<file path="src/design/xor_parity_frame_parser_macros.svh">
// Assertion macros for the frame parser; only the queue module uses them.
`ifndef XOR_PARITY_FRAME_PARSER_MACROS_SVH
`define XOR_PARITY_FRAME_PARSER_MACROS_SVH

// Same-cycle implication, checked on every rising clock edge outside reset.
`define XPFP_ASSERT_IMPL(lbl, ante, cons) \
  lbl: assert property (@(posedge clk) disable iff (rst) (ante) |-> (cons)) \
    else $error("xpfp: same-cycle check failed");

// Next-cycle implication, checked on every rising clock edge outside reset.
`define XPFP_ASSERT_NEXT(lbl, ante, cons) \
  lbl: assert property (@(posedge clk) disable iff (rst) (ante) |=> (cons)) \
    else $error("xpfp: next-cycle check failed");

`endif

</file>
<file path="src/design/xpfp_pkg.sv">
// Types and constants shared by the frame parser modules.
`default_nettype none

package xpfp_pkg;

  localparam int unsigned QUEUE_DEPTH = 2;
  localparam logic [7:0]  MARKER_RESET = 8'd126;
  localparam logic [3:0]  NIBBLE_MASK = 4'hF;

  localparam logic KIND_PAYLOAD = 1'b0;
  localparam logic KIND_STATUS  = 1'b1;

  typedef enum logic [2:0] {
    PH_IDLE    = 3'd0,
    PH_LENGTH  = 3'd1,
    PH_HEADER  = 3'd2,
    PH_PAYLOAD = 3'd3,
    PH_PARITY  = 3'd4
  } phase_t;

  typedef enum logic [1:0] {
    ST_OK         = 2'd0,
    ST_BAD_MARKER = 2'd1,
    ST_PARITY_ERR = 2'd2
  } status_t;

  // Work handed from the front to the back.
  typedef enum logic [2:0] {
    OP_HEADER   = 3'd0,  // header of a frame with payload: latch, no result
    OP_HDR_END  = 3'd1,  // header of an empty frame: latch and close
    OP_PAYLOAD  = 3'd2,
    OP_PARITY   = 3'd3,
    OP_BAD_MARK = 3'd4
  } op_code_t;

  typedef struct packed {
    op_code_t   code;
    logic [7:0] data;
  } qentry_t;

endpackage

`default_nettype wire

</file>
<file path="src/design/xpfp_chan_if.sv">
// Handshake channels: received bytes in, parser results out.
`default_nettype none

interface xpfp_in_if;
  logic       valid;
  logic       ready;
  logic [7:0] in_byte;

  modport source (output valid, output in_byte, input ready);
  modport sink   (input valid, input in_byte, output ready);
endinterface

interface xpfp_out_if;
  logic       valid;
  logic       ready;
  logic       kind;
  logic [7:0] data_byte;
  logic [3:0] sequence_res;
  logic [3:0] msg_type;
  logic [1:0] status;
  logic       last;

  modport source (output valid, output kind, output data_byte, output sequence_res,
                  output msg_type, output status, output last, input ready);
  modport sink   (input valid, input kind, input data_byte, input sequence_res,
                  input msg_type, input status, input last, output ready);
endinterface

`default_nettype wire

</file>
<file path="src/design/xpfp_front.sv">
// Front end: marker register, frame phase tracking and byte classification.
`default_nettype none

module xpfp_front (
  input  logic             clk,
  input  logic             rst,
  input  logic             cfg_wr_en,
  input  logic [7:0]       cfg_wr_data,
  xpfp_in_if.sink          stream,
  input  logic             q_full,
  output logic             push,
  output xpfp_pkg::qentry_t push_entry
);
  import xpfp_pkg::*;

  logic [7:0] marker;
  phase_t     phase, phase_next;
  logic [7:0] bytes_left, bytes_left_next;
  logic       accept;
  logic       emit;
  op_code_t   op;

  assign stream.ready = !q_full;
  assign accept       = stream.valid && stream.ready;
  assign push         = accept && emit;
  assign push_entry   = '{code: op, data: stream.in_byte};

  always_ff @(posedge clk) begin
    if (rst) begin
      marker <= MARKER_RESET;
    end else if (cfg_wr_en) begin
      marker <= cfg_wr_data;
    end
  end

  always_ff @(posedge clk) begin
    if (rst) begin
      phase      <= PH_IDLE;
      bytes_left <= '0;
    end else if (accept) begin
      phase      <= phase_next;
      bytes_left <= bytes_left_next;
    end
  end

  always_comb begin
    phase_next      = PH_IDLE;
    bytes_left_next = bytes_left;
    emit            = 1'b0;
    op              = OP_BAD_MARK;
    case (phase)
      PH_LENGTH: begin
        bytes_left_next = stream.in_byte;
        phase_next      = PH_HEADER;
      end
      PH_HEADER: begin
        emit = 1'b1;
        if (bytes_left == '0) begin
          op         = OP_HDR_END;
          phase_next = PH_IDLE;
        end else begin
          op         = OP_HEADER;
          phase_next = PH_PAYLOAD;
        end
      end
      PH_PAYLOAD: begin
        emit            = 1'b1;
        op              = OP_PAYLOAD;
        bytes_left_next = bytes_left - 8'd1;
        phase_next      = (bytes_left == 8'd1) ? PH_PARITY : PH_PAYLOAD;
      end
      PH_PARITY: begin
        emit       = 1'b1;
        op         = OP_PARITY;
        phase_next = PH_IDLE;
      end
      default: begin
        // idle, and any unused phase code behaves as idle
        if (stream.in_byte == marker) begin
          phase_next = PH_LENGTH;
        end else begin
          emit = 1'b1;
          op   = OP_BAD_MARK;
        end
      end
    endcase
  end

endmodule

`default_nettype wire

</file>
<file path="src/design/xpfp_queue.sv">
// Short word queue between the front and back ends.
`default_nettype none

`include "xor_parity_frame_parser_macros.svh"

module xpfp_queue #(
  parameter int unsigned DEPTH = xpfp_pkg::QUEUE_DEPTH
) (
  input  logic              clk,
  input  logic              rst,
  input  logic              push,
  input  xpfp_pkg::qentry_t push_entry,
  input  logic              pop,
  output xpfp_pkg::qentry_t head,
  output logic              full,
  output logic              empty
);
  import xpfp_pkg::*;

  localparam int unsigned PTR_W = (DEPTH > 1) ? $clog2(DEPTH) : 1;
  localparam int unsigned CNT_W = $clog2(DEPTH + 1);

  qentry_t            mem [DEPTH];
  logic [PTR_W-1:0]   wr_ptr, rd_ptr;
  logic [CNT_W-1:0]   count;

  assign full  = (count == CNT_W'(DEPTH));
  assign empty = (count == '0);
  assign head  = mem[rd_ptr];

  always_ff @(posedge clk) begin
    if (push) begin
      mem[wr_ptr] <= push_entry;
    end
  end

  always_ff @(posedge clk) begin
    if (rst) begin
      wr_ptr <= '0;
      rd_ptr <= '0;
      count  <= '0;
    end else begin
      if (push) begin
        wr_ptr <= (wr_ptr == PTR_W'(DEPTH - 1)) ? '0 : wr_ptr + PTR_W'(1);
      end
      if (pop) begin
        rd_ptr <= (rd_ptr == PTR_W'(DEPTH - 1)) ? '0 : rd_ptr + PTR_W'(1);
      end
      if (push && !pop) begin
        count <= count + CNT_W'(1);
      end else if (pop && !push) begin
        count <= count - CNT_W'(1);
      end
    end
  end

  `XPFP_ASSERT_IMPL(a_no_overflow, push, !full)
  `XPFP_ASSERT_IMPL(a_no_underflow, pop, !empty)
  `XPFP_ASSERT_IMPL(a_count_range, 1'b1, count <= CNT_W'(DEPTH))
  `XPFP_ASSERT_NEXT(a_count_up, push && !pop, count == $past(count) + CNT_W'(1))

endmodule

`default_nettype wire

</file>
<file path="src/design/xpfp_back.sv">
// Back end: header latch, running parity and the result register.
`default_nettype none

module xpfp_back (
  input  logic              clk,
  input  logic              rst,
  input  xpfp_pkg::qentry_t head,
  input  logic              empty,
  output logic              pop,
  xpfp_out_if.source        results
);
  import xpfp_pkg::*;

  logic [7:0] parity, parity_next;
  logic [3:0] held_seq, held_seq_next;
  logic [3:0] held_type, held_type_next;

  logic       res_valid, res_valid_next;
  logic       res_kind, res_kind_next;
  logic [7:0] res_data, res_data_next;
  logic [3:0] res_seq, res_seq_next;
  logic [3:0] res_type, res_type_next;
  status_t    res_status, res_status_next;

  assign pop = !empty && (!res_valid || results.ready);

  assign results.valid        = res_valid;
  assign results.kind         = res_kind;
  assign results.data_byte    = res_data;
  assign results.sequence_res = res_seq;
  assign results.msg_type     = res_type;
  assign results.status       = res_status;
  assign results.last         = (res_kind == KIND_STATUS);

  always_ff @(posedge clk) begin
    if (rst) begin
      res_valid <= 1'b0;
      parity    <= '0;
      held_seq  <= '0;
      held_type <= '0;
    end else begin
      res_valid <= res_valid_next;
      parity    <= parity_next;
      held_seq  <= held_seq_next;
      held_type <= held_type_next;
    end
  end

  always_ff @(posedge clk) begin
    res_kind   <= res_kind_next;
    res_data   <= res_data_next;
    res_seq    <= res_seq_next;
    res_type   <= res_type_next;
    res_status <= res_status_next;
  end

  always_comb begin
    parity_next     = parity;
    held_seq_next   = held_seq;
    held_type_next  = held_type;
    res_valid_next  = res_valid && !results.ready;
    res_kind_next   = res_kind;
    res_data_next   = res_data;
    res_seq_next    = res_seq;
    res_type_next   = res_type;
    res_status_next = res_status;
    if (pop) begin
      case (head.code)
        OP_HEADER: begin
          held_seq_next  = head.data[7:4] & NIBBLE_MASK;
          held_type_next = head.data[3:0] & NIBBLE_MASK;
          parity_next    = '0;
          res_valid_next = 1'b0;
        end
        OP_HDR_END: begin
          held_seq_next   = head.data[7:4] & NIBBLE_MASK;
          held_type_next  = head.data[3:0] & NIBBLE_MASK;
          parity_next     = '0;
          res_valid_next  = 1'b1;
          res_kind_next   = KIND_STATUS;
          res_data_next   = '0;
          res_seq_next    = head.data[7:4];
          res_type_next   = head.data[3:0];
          res_status_next = ST_OK;
        end
        OP_PAYLOAD: begin
          parity_next     = parity ^ head.data;
          res_valid_next  = 1'b1;
          res_kind_next   = KIND_PAYLOAD;
          res_data_next   = head.data;
          res_seq_next    = held_seq;
          res_type_next   = held_type;
          res_status_next = ST_OK;
        end
        OP_PARITY: begin
          res_valid_next  = 1'b1;
          res_kind_next   = KIND_STATUS;
          res_data_next   = '0;
          res_seq_next    = held_seq;
          res_type_next   = held_type;
          res_status_next = (head.data == parity) ? ST_OK : ST_PARITY_ERR;
        end
        default: begin
          // bad marker: held nibbles stay, result carries zeros
          res_valid_next  = 1'b1;
          res_kind_next   = KIND_STATUS;
          res_data_next   = '0;
          res_seq_next    = '0;
          res_type_next   = '0;
          res_status_next = ST_BAD_MARKER;
        end
      endcase
    end
  end

endmodule

`default_nettype wire

</file>
<file path="src/design/xor_parity_frame_parser.sv">
// Top level of the length-prefixed frame parser with XOR parity check.
//
//   channel   dir   word                          accepted when
//   stream    in    in_byte                       valid & ready
//   results   out   kind, data_byte, sequence_res, valid & ready
//                   msg_type, status, last
//   cfg       in    cfg_wr_data (marker byte)     cfg_wr_en
//
// One byte is taken every cycle while the queue is not full; a result passes the queue, then the result register.
// The front classifies each byte and the back owns parity and the result
// register; a QDEPTH-word queue between them absorbs result back-pressure.
// stream.ready drops only when that queue is full.
// Synchronous reset clears phase, queue and result valid, marker to 126.
`default_nettype none

module xor_parity_frame_parser #(
  parameter int unsigned QDEPTH = xpfp_pkg::QUEUE_DEPTH
) (
  input  logic       clk,
  input  logic       rst,
  input  logic       cfg_wr_en,
  input  logic [7:0] cfg_wr_data,
  xpfp_in_if.sink    stream,
  xpfp_out_if.source results
);
  import xpfp_pkg::*;

  logic    push, pop, q_full, q_empty;
  qentry_t push_entry, head;

  xpfp_front u_front (
    .clk        (clk),
    .rst        (rst),
    .cfg_wr_en  (cfg_wr_en),
    .cfg_wr_data(cfg_wr_data),
    .stream     (stream),
    .q_full     (q_full),
    .push       (push),
    .push_entry (push_entry)
  );

  xpfp_queue #(
    .DEPTH(QDEPTH)
  ) u_queue (
    .clk       (clk),
    .rst       (rst),
    .push      (push),
    .push_entry(push_entry),
    .pop       (pop),
    .head      (head),
    .full      (q_full),
    .empty     (q_empty)
  );

  xpfp_back u_back (
    .clk    (clk),
    .rst    (rst),
    .head   (head),
    .empty  (q_empty),
    .pop    (pop),
    .results(results)
  );

endmodule

`default_nettype wire

</file>
<file path="src/flat_wrapper.sv">
// flat-port wrapper written by rule: the top's interface ports become plain ports
module xor_parity_frame_parser_flat import xpfp_pkg::*;
#(
  parameter int unsigned QDEPTH = xpfp_pkg::QUEUE_DEPTH
)
  (clk, rst, cfg_wr_en, cfg_wr_data, stream_valid, stream_in_byte, stream_ready, results_valid, results_kind, results_data_byte, results_sequence_res, results_msg_type, results_status, results_last, results_ready);
  xpfp_in_if stream_i ();
  xpfp_out_if results_i ();
  input  logic clk;
  input  logic rst;
  input  logic cfg_wr_en;
  input  logic [7:0] cfg_wr_data;
  input wire logic [$bits(stream_i.valid)-1:0] stream_valid;
  input wire logic [$bits(stream_i.in_byte)-1:0] stream_in_byte;
  output wire logic [$bits(stream_i.ready)-1:0] stream_ready;
  output wire logic [$bits(results_i.valid)-1:0] results_valid;
  output wire logic [$bits(results_i.kind)-1:0] results_kind;
  output wire logic [$bits(results_i.data_byte)-1:0] results_data_byte;
  output wire logic [$bits(results_i.sequence_res)-1:0] results_sequence_res;
  output wire logic [$bits(results_i.msg_type)-1:0] results_msg_type;
  output wire logic [$bits(results_i.status)-1:0] results_status;
  output wire logic [$bits(results_i.last)-1:0] results_last;
  input wire logic [$bits(results_i.ready)-1:0] results_ready;
  assign stream_i.valid = stream_valid;
  assign stream_i.in_byte = stream_in_byte;
  assign stream_ready = stream_i.ready;
  assign results_valid = results_i.valid;
  assign results_kind = results_i.kind;
  assign results_data_byte = results_i.data_byte;
  assign results_sequence_res = results_i.sequence_res;
  assign results_msg_type = results_i.msg_type;
  assign results_status = results_i.status;
  assign results_last = results_i.last;
  assign results_i.ready = results_ready;
  xor_parity_frame_parser #(.QDEPTH(QDEPTH)) u_core (.clk(clk), .rst(rst), .cfg_wr_en(cfg_wr_en), .cfg_wr_data(cfg_wr_data), .stream(stream_i), .results(results_i));
endmodule
</file>
<file path="config.mk">
export PLATFORM = sky130hd
export DESIGN_NAME = xor_parity_frame_parser_flat
export DESIGN_NICKNAME = d
export VERILOG_FILES = /design/src/design/xpfp_pkg.sv /design/src/design/xpfp_chan_if.sv /design/src/design/xpfp_front.sv /design/src/design/xpfp_queue.sv /design/src/design/xpfp_back.sv /design/src/design/xor_parity_frame_parser.sv /design/src/flat_wrapper.sv
export VERILOG_INCLUDE_DIRS = /design/src /design/src/design
export SDC_FILE = /design/constraint.sdc
export NUM_CORES = 1
export LEC_CHECK = 0
export ABC_AREA = 0
export BUFFER_PORTS_ARGS = -buffer_cell sky130_fd_sc_hd__clkbuf_2
export CAP_MARGIN = 40
export CORE_MARGIN = 5
export CORE_UTILIZATION = 45
export CTS_CLUSTER_DIAMETER = 150
export DETAILED_ROUTE_END_ITERATION = 6
export PLACE_DENSITY = 0.74
export SLEW_MARGIN = 20
export SYNTH_ARGS = -nofsm -noshare
export SYNTH_HDL_FRONTEND = slang
export SYNTH_SLANG_ARGS = --single-unit
</file>
<file path="constraint.sdc">
create_clock -name clk -period 2.8 [get_ports clk]
set_input_delay 0.28 -clock clk [delete_from_list [all_inputs] [get_ports clk]]
set_output_delay 0.28 -clock clk [all_outputs]
set_load 0.01 [all_outputs]
</file>
; Word level (Yosys, flattened, before mapping)
; Memories as Yosys holds them, arrays and structs flattened. A register that Yosys moved wholly into a read port is not among the register bits.
; Cells that the tools add are included.
[classes]
muxes = 26
eq_ne = 11
bitwise = 2
add_sub_neg = 5
reduce_logical = 27
[ops]
columns = op, count
row1 = 8-bit case mux with 2 select lines, 3
row2 = 4-bit case mux with 3 select lines, 2
row3 = 8-bit equality test, 2
row4 = "3-bit by 2-bit equality test with 1-bit output, second input constant", 4
row5 = 3-bit case mux with 4 select lines, 1
row6 = 1-bit two-way mux, 11
row7 = 3-bit case mux with 3 select lines, 1
row8 = "8-bit by 1-bit equality test with 1-bit output, second input constant", 1
row9 = 8-bit logical NOT, 1
row10 = 2-bit two-way mux, 4
row11 = 2-bit AND reduction, 4
row12 = "8-bit by 1-bit subtractor with 8-bit output, second input constant", 1
row13 = 8-bit bitwise XOR, 1
row14 = "3-bit by 1-bit equality test with 1-bit output, second input constant", 2
row15 = 1-bit logical AND, 6
row16 = 1-bit logical NOT, 6
row17 = 2-bit case mux with 3 select lines, 1
row18 = 2-bit nonzero test, 3
row19 = 2-bit OR reduction, 3
row20 = 1-bit case mux with 2 select lines, 2
row21 = "3-bit equality test, second input constant", 1
row22 = 3-bit logical NOT, 1
row23 = 3-bit two-way mux, 1
row24 = 3-bit OR reduction, 1
row25 = other kinds (7), 8
[word_totals]
ram_bits = 22
wordCells = 87
register_bits = 59
mem_count = 1
[mem_list]
columns = name, depth, width, read_ports, rd_clocked_by_memory_dff, wr, line
row1 = u_core.u_queue.mem, 2, 11, 1, 1, 1, xpfp_queue.sv:23  ; qentry_t mem [DEPTH];

; Longest topological paths before layout
; Gate-level depths: netlist (run 1).
[logic_depth]
ltp_word = 8
depth_mapped = 8

; By module
; Synthesis (run 1) repeated with hierarchy kept, for this count alone.
[unflattened]
cells_unflattened = 364
hier_area_um2 = 3853.7
[by_module_without_submodules]
columns = mod, seq_area_each_um2, n_inst, cells_per_inst, area_per_inst_um2
row1 = xpfp_back, 910.9, 1, 164, 1682.9
row2 = xpfp_front, 380.4, 1, 144, 1173.6
row3 = xpfp_queue, 760.7, 1, 56, 997.2

; Worst setup path before layout (run 1)
; No wires, ideal clock.
[synth_timing]
kind = register -> register
from = reg with a tool-made name
to = reg u_core.u_back.res_data[0] (netlist: u_core.u_back.results.data_byte[0]) (enable)
path_stages_with_launch = 5
period_less_slack_ns = 2.178
arrival_time_ns = 1.775
required_ns = 2.397
setup_time_ns = 0.403
setup_slack_ns = 0.622
n_path_buf = 1
path_cell_list = dfxtp_1 -> buf_6 -> nand2_1 -> o21a_1 -> a21oi_1
[synth_lines]
columns = element, line
row1 = end signal: assignment, xpfp_back.sv:51  ; res_data <= res_data_next;
row2 = end: declaration, xpfp_back.sv:20  ; logic [7:0] res_data, res_data_next;

==> results of run 1 <==
[flip-flops by register name, summed over array words and instances, names as in the netlist, 8 cells and up, named ones only]
register / cells
u_core.u_back.parity: 8
u_core.u_front.marker: 8
u_core.u_back.results.data_byte: 8
u_core.u_queue.mem: 22
u_core.u_front.bytes_left: 8
[area by class of cell]
class                   count  area, µm²
fillers                   704       3650
flip-flops and latches     82       2050
multi-input cells         234       1460
repair buffers             48        275
clock buffers              11        141
well taps                 102        128
clock inverters             5       77.6
inverters                   6       22.5
[synthesized netlist by cell type, types with 2 or more instances]
cell / instances
a211o_1: 6
a211oi_1: 9
a21o_1: 11
a21oi_1: 22
a2bb2oi_1: 2
a31oi_1: 2
and2_1: 3
buf_2: 4
buf_4: 2
buf_6: 3
clkbuf_1: 6
clkbuf_8: 2
dfxtp_1: 41
edfxtp_1: 41
ha_1: 3
inv_1: 6
mux2i_1: 9
mux2i_2: 2
nand2_1: 27
nand2b_1: 8
nand3_1: 2
nor2_1: 37
nor2b_1: 8
nor3_1: 2
nor4_1: 5
o21a_1: 3
o21ai_0: 23
o32ai_1: 2
or3_1: 11
or4_1: 2
xnor2_1: 9
xor2_1: 13
[path summary, 6_finish.rpt]
kind                                   from                         to  slack, ns  cells past startpoint
setup / recovery                   register    u_core.u_back.parity[0]       0.63                      6
hold / removal               cfg_wr_data[3]   u_core.u_front.marker[3]       0.13                      2
setup reg to reg                   register    u_core.u_back.parity[0]       0.63                      6
hold reg to reg   u_core.u_back.held_seq[1]  u_core.u_back.held_seq[1]       0.50                      2
[where the power goes]
part	total (mW)	leakage [nW]	internal (mW)	switching [mW]
registers	1.75	0.723	1.59	0.159
logic	1.15	0.673	0.452	0.694
clock network	0.933	0.109	0.524	0.409
[worst max-delay path, delay by kind of cell (launching register included)]
family | cells | cell delay, ns
AND/OR/NAND/NOR | 2 | 0.54
AO/OA/AOI/OAI | 3 | 0.60
flip-flops | 1 | 0.76
buffers and inverters | 1 | 0.20
[layer usage]
metal	routed length (µm)	vias to the layer above	track usage	part of all wire
met5	0	-	0	0
met4	99	0	0.0632	0.014
met3	335	10	0.0292	0.048
met2	3310	69	0.241	0.47
met1	3230	1202	0.200	0.46
li1	-	1303	-	-
[cells by family (layout without fill, tap and decap cells)]
group                      count (synthesis)  after routing
buffers and inverters                     24             70
xor gates and xnor gates                  22             22
DFF                                       82             82
and+or+nand+nor                          110            110
adders and majority gates                  3              3
AOI/OAI and AO/OA                         88             88
muxes                                     11             11
[stage by stage]
step | hold slack (ns) | cells | cell area, µm² | utilization | worst slack, ns
floorplan | 0.379 | 340 | 3660 | - | 0.622
global placement | 0.486 | 470 | 3900 | 0.499 | 0.567
detailed placement | 0.490 | 471 | 3930 | 0.503 | 0.541
CTS | 0.118 | 487 | 4150 | 0.531 | 0.524
global route | 0.127 | 488 | 4150 | 0.532 | 0.366
finish | 0.133 | 488 | 4150 | 0.532 | 0.631
==> results.md, run 1 <==
- Detailed Routing Iterations Pass 1: 5
- Clock root buffer: clkbuf_8
- PortBufs: 42
- Seq cells post-synth: 82
- Worst-case clock buffer depth: 2
- CP Max Fanout: 17
- Ys Warns: 0
- Power Dens Cells: 923 nW/µm²
- Commonest non-fill, non-tap cells in the layout: clkbuf_2, dfxtp_1, edfxtp_1
- Synth Area in XOR/XNOR: 0.0527
- HPWL after DPL: 4990 µm
- Setup violators final: 0
- Crit-path cells: nand2_1 > o22ai_1 > buf_4 > nand2_1 > a21o_1 > a21oi_1
- DRC Markers: 0
- Top cell type's share of synthesized area: 0.337
- VDD IR max: 0.321 mV
- CP dominant cell by count: nand2_1
- Synth-to-Final Area Change: 13.5%
- Seq/Total Area, Yosys: 0.561
- Total wire length: 6980 µm
- Final hold violation count: 0
- # diodes: 0
- Clock skew: 0.0132 ns
- Clk slew on worst S/H paths: 0.09 ns
- Top FF cell, synth: edfxtp_1
- Io pins: 43
- First-pass GRT wire length: 12000 µm
- Post-DRT Antenna Nets: 0
- Die area: 10000 µm²
- Post-Syn Nets: 364
- Gpl congestion: 0.817
- Tot GR Track Use: 0.151
- CP max stage delay: 0.76 ns
- Relative slew slack: 0.557
- Post-synthesis mux area share: 0.0322
- Synthesized cell area: 3660 µm²
- Most common cell after layout, fill and taps aside: clkbuf_2
- Final Max Slew Viols: 0
- FMAX: 461 MHz
- Synthesized instance count: 340
- Total grt overflow: 0
- Setup Fix Bufs, Post-CTS: 0
- Routed vias: 2584
- Post-synthesis compound-gate area fraction: 0.154
- Die span in y: 100 µm
- Post-Synth Adder-Cell Area: 0.0103
- Worst-Skew Late Latency: 0.35 ns
- Core Area: 7810 µm²
- Initial drt markers: 88
- Post-Synth Simple-Gate Area: 0.148
- Async S/R FF share, synth: 0
- Largest area contributor in the netlist: edfxtp_1
- Wire length per cell: 14.3 µm
- Worst EP required: 3.08 ns
- Arrival time of the worst setup path: 2.45 ns
- Endpoint class of the critical path: register
- Status: complete, no violations
- Max-cap viol count: 0
- Post-synthesis cell type count: 46
- Initial core utilization: 0.468
- Largest net degree at the start of global routing: 25
- Post-Route Setup TNS: 0 ns
- Final period utilization: 0.775
- Nets: 405
- Crit-path slowest cell: dfxtp_1
- Num CTS Buffers: 9
- Hold WC Path Type: input port to register
- CTS Hold Bufs: 0
- TritonCTS clock tree: done
- Number of flops mapped to enable cells by yosys: 41
- Mapped Avg Cell Area: 10.8 µm²
- CTS H-Tree Depth: 3
- Setup Crit Path Kind: register to register
- CTS resizes: 0
- CTS sink cnt: 82
- Antenna violations before repair: 0
- Main combinational cell family by area after synthesis: compound AO/OA/AOI/OAI gates
- Total power: 3.83 mW
- Vias in the first global route: 2559
- P_leak: 1.50 nW
- Ratio of cells with drive above 1 in the final layout: 0.181
- RSZ-0062 raised after global routing: no
- Site Rows: 32
- Tightest Pin Transition: 0.663 ns
- Crit path time final: 2.17 ns
- Largest cells by area after synthesis: edfxtp_1, dfxtp_1, nor2_1
- Via/cell ratio: 5.30
- CP Launch Type: register
- Die Span X: 100 µm
Note: power is estimated with default switching activity, not from simulation.
==> inputs of run 2 (changes only) <==
--- a/config.mk
+++ b/config.mk
@@ -13,7 +13,7 @@
 export CORE_UTILIZATION = 45
 export CTS_CLUSTER_DIAMETER = 150
 export DETAILED_ROUTE_END_ITERATION = 6
-export PLACE_DENSITY = 0.74
+export PLACE_DENSITY = 0.77
 export SLEW_MARGIN = 20
 export SYNTH_ARGS = -nofsm -noshare
 export SYNTH_HDL_FRONTEND = slang
==> constraint.sdc (replaced) <==
create_clock -name clk -period 1.95 [get_ports clk]
set_input_delay 0.195 -clock clk [delete_from_list [all_inputs] [get_ports clk]]
set_output_delay 0.195 -clock clk [all_outputs]
set_load 0.01 [all_outputs]
==> results.md, run 2 (synthesized netlist as in run 1, its figures left out) <==
- Sw frac: 0.324
- CP Max Fanout: 2
- Power Dens Cells: 1310 nW/µm²
- Metal2 WL: 3860 µm
- Clk slew on worst S/H paths: 0.07 ns
- Tightest Pin Transition: 0.688 ns
- Worst-case clock buffer depth: 2
- Total wire length: 7420 µm
- Largest net degree at the start of global routing: 33
- Sequential power share: 0.420
- Crit path time final: 1.84 ns
- Largest register FFs: 22
- Worst EP required: 2.21 ns
- Setup Crit Path Kind: register to register
- Tot GR Track Use: 0.154
- Die Span X: 100 µm
- Wire length on met3: 416 µm
- Most common cell after layout, fill and taps aside: clkbuf_2
- Post-DRT Antenna Nets: 0
- Setup Fix Bufs, Post-CTS: 0
- CTS sink cnt: 82
- Worst-Skew Late Latency: 0.34 ns
- Switch Pwr: 1.90 mW
- Antenna violations before repair: 0
- Routed vias: 2695
- Clock power frac: 0.219
- RSZ-0062 raised after global routing: yes
- Total power: 5.87 mW
- Clock skew: 0.0103 ns
- Top reg by flops: u_core.u_queue.mem
- Commonest non-fill, non-tap cells in the layout: clkbuf_2, dfxtp_1, edfxtp_1
- DR top layer: met4
- FMAX: 542 MHz
- CTS H-Tree Depth: 3
- Hold WC Path Type: input port to register
- Die area: 10000 µm²
- Final Max Slew Viols: 0
- Core Area: 7810 µm²
- Synth-to-Final Area Change: 22.0%
- Initial core utilization: 0.468
- PortBufs: 42
- Final hold violation count: 0
- Vias in the first global route: 2602
- Filler Cells Inserted: 674
- PnR worst setup slack: 0.105 ns
- Final period utilization: 0.946
- Die span in y: 100 µm
- CP Launch Type: register
- Internal power: 3.97 mW
- Site Rows: 32
- TritonCTS clock tree: done
- Comb power frac: 0.361
- Detailed Routing Iterations Pass 1: 5
- Nets: 439
- Gpl congestion: 0.824
- Relative slew slack: 0.541
- HPWL after DPL: 5410 µm
- Status: complete, no violations
- DRC Markers: 0
- Clock root buffer: clkbuf_8
- Wire length per cell: 14.2 µm
- Endpoint class of the critical path: register
- Setup violators final: 0
- Io pins: 43
- Initial drt markers: 73
- # diodes: 0
- Met1 WL: 3050 µm
- Total grt overflow: 0
- First-pass GRT wire length: 12200 µm
- P_leak: 1.67 nW
- Pre-CTS setup slack: -0.00405 ns
- Arrival time of the worst setup path: 2.10 ns
- Ratio of cells with drive above 1 in the final layout: 0.264
- Max-cap viol count: 0
- Via/cell ratio: 5.16
- Num CTS Buffers: 9
- VDD IR max: 0.705 mV
==> run 2: changes by cell type in the layout (fill, tap and decap cells not counted), sizes merged <==
cell / delta
clkbuf: -1
buf: +34
clkinv: +1
==> run 2: through the flow <==
step / setup TNS (ns) / instance area (µm²) / std cells / utilization / hold WS, ns
final: 0 / 4460 / 522 / 0.572 / 0.0610
after global routing: -0.0491 / 4460 / 522 / 0.572 / 0.0381
after CTS: 0 / 4410 / 522 / 0.565 / 0.0425
after detailed placement: -0.00647 / 4200 / 506 / 0.538 / 0.407
after global placement: 0 / 4200 / 506 / 0.538 / 0.402
after floorplan: 0 / 3660 / 340 / - / 0.294
==> run 2: routing by layer <==
metal	vias up	track usage
li1	1369	-
met1	1254	0.181
met2	63	0.267
met3	9	0.0493
met4	0	0.0477
met5	-	0
==> run 2: path summary, 6_finish.rpt <==
path | from | depth (start not counted) | to | slack, ns
setup / recovery | u_core.u_front.marker[0] | 6 | u_core.u_queue.count[1] | 0.11
hold / removal | cfg_wr_data[2] | 2 | u_core.u_front.marker[2] | 0.06
setup reg to reg | u_core.u_front.marker[0] | 6 | u_core.u_queue.count[1] | 0.11
hold reg to reg | u_core.u_back.held_type[0] | 2 | u_core.u_back.held_type[0] | 0.50
==> run 2: timing repair <==
| item | CTS | global route |
|---|---|---|
| pin swaps | 0 | 1 |
| resized for setup | 1 | 9 |
| cloned | 0 | 0 |
| setup endpoints to repair | 2 | 37 |
| hold buffers | 0 | 0 |
==> run 2: power by group through the flow <==
stage	Clock, mW	Combinational, mW	Sequential, mW
after floorplan	0	1.17	2.56
final	1.28	2.12	2.47
after global routing	1.41	2.33	2.51
after global placement	0	2.01	2.48
after CTS	1.31	2.09	2.46
after detailed placement	0	2.07	2.50
==> run 2: critical path, stage by stage, from the launching register on <==
cell and delay (ns):
dfxtp_1 0.32, xor2_1 0.16, nor4_2 0.32, a31oi_1 0.15, ha_1 0.31, or3_1 0.37
a21oi_1 0.14
==> run 2: layout make-up <==
type,instances,area [µm²],share of cell area
Clock buffer,10,128,0.0286
Sequential cell,82,2050,0.460
Multi-Input combinational cell,234,1510,0.339
Clock inverter,6,81.3,0.0182
Inverter,6,22.5,0.00505
Tap cell,102,128,0.0286
Timing Repair Buffer,82,539,0.121
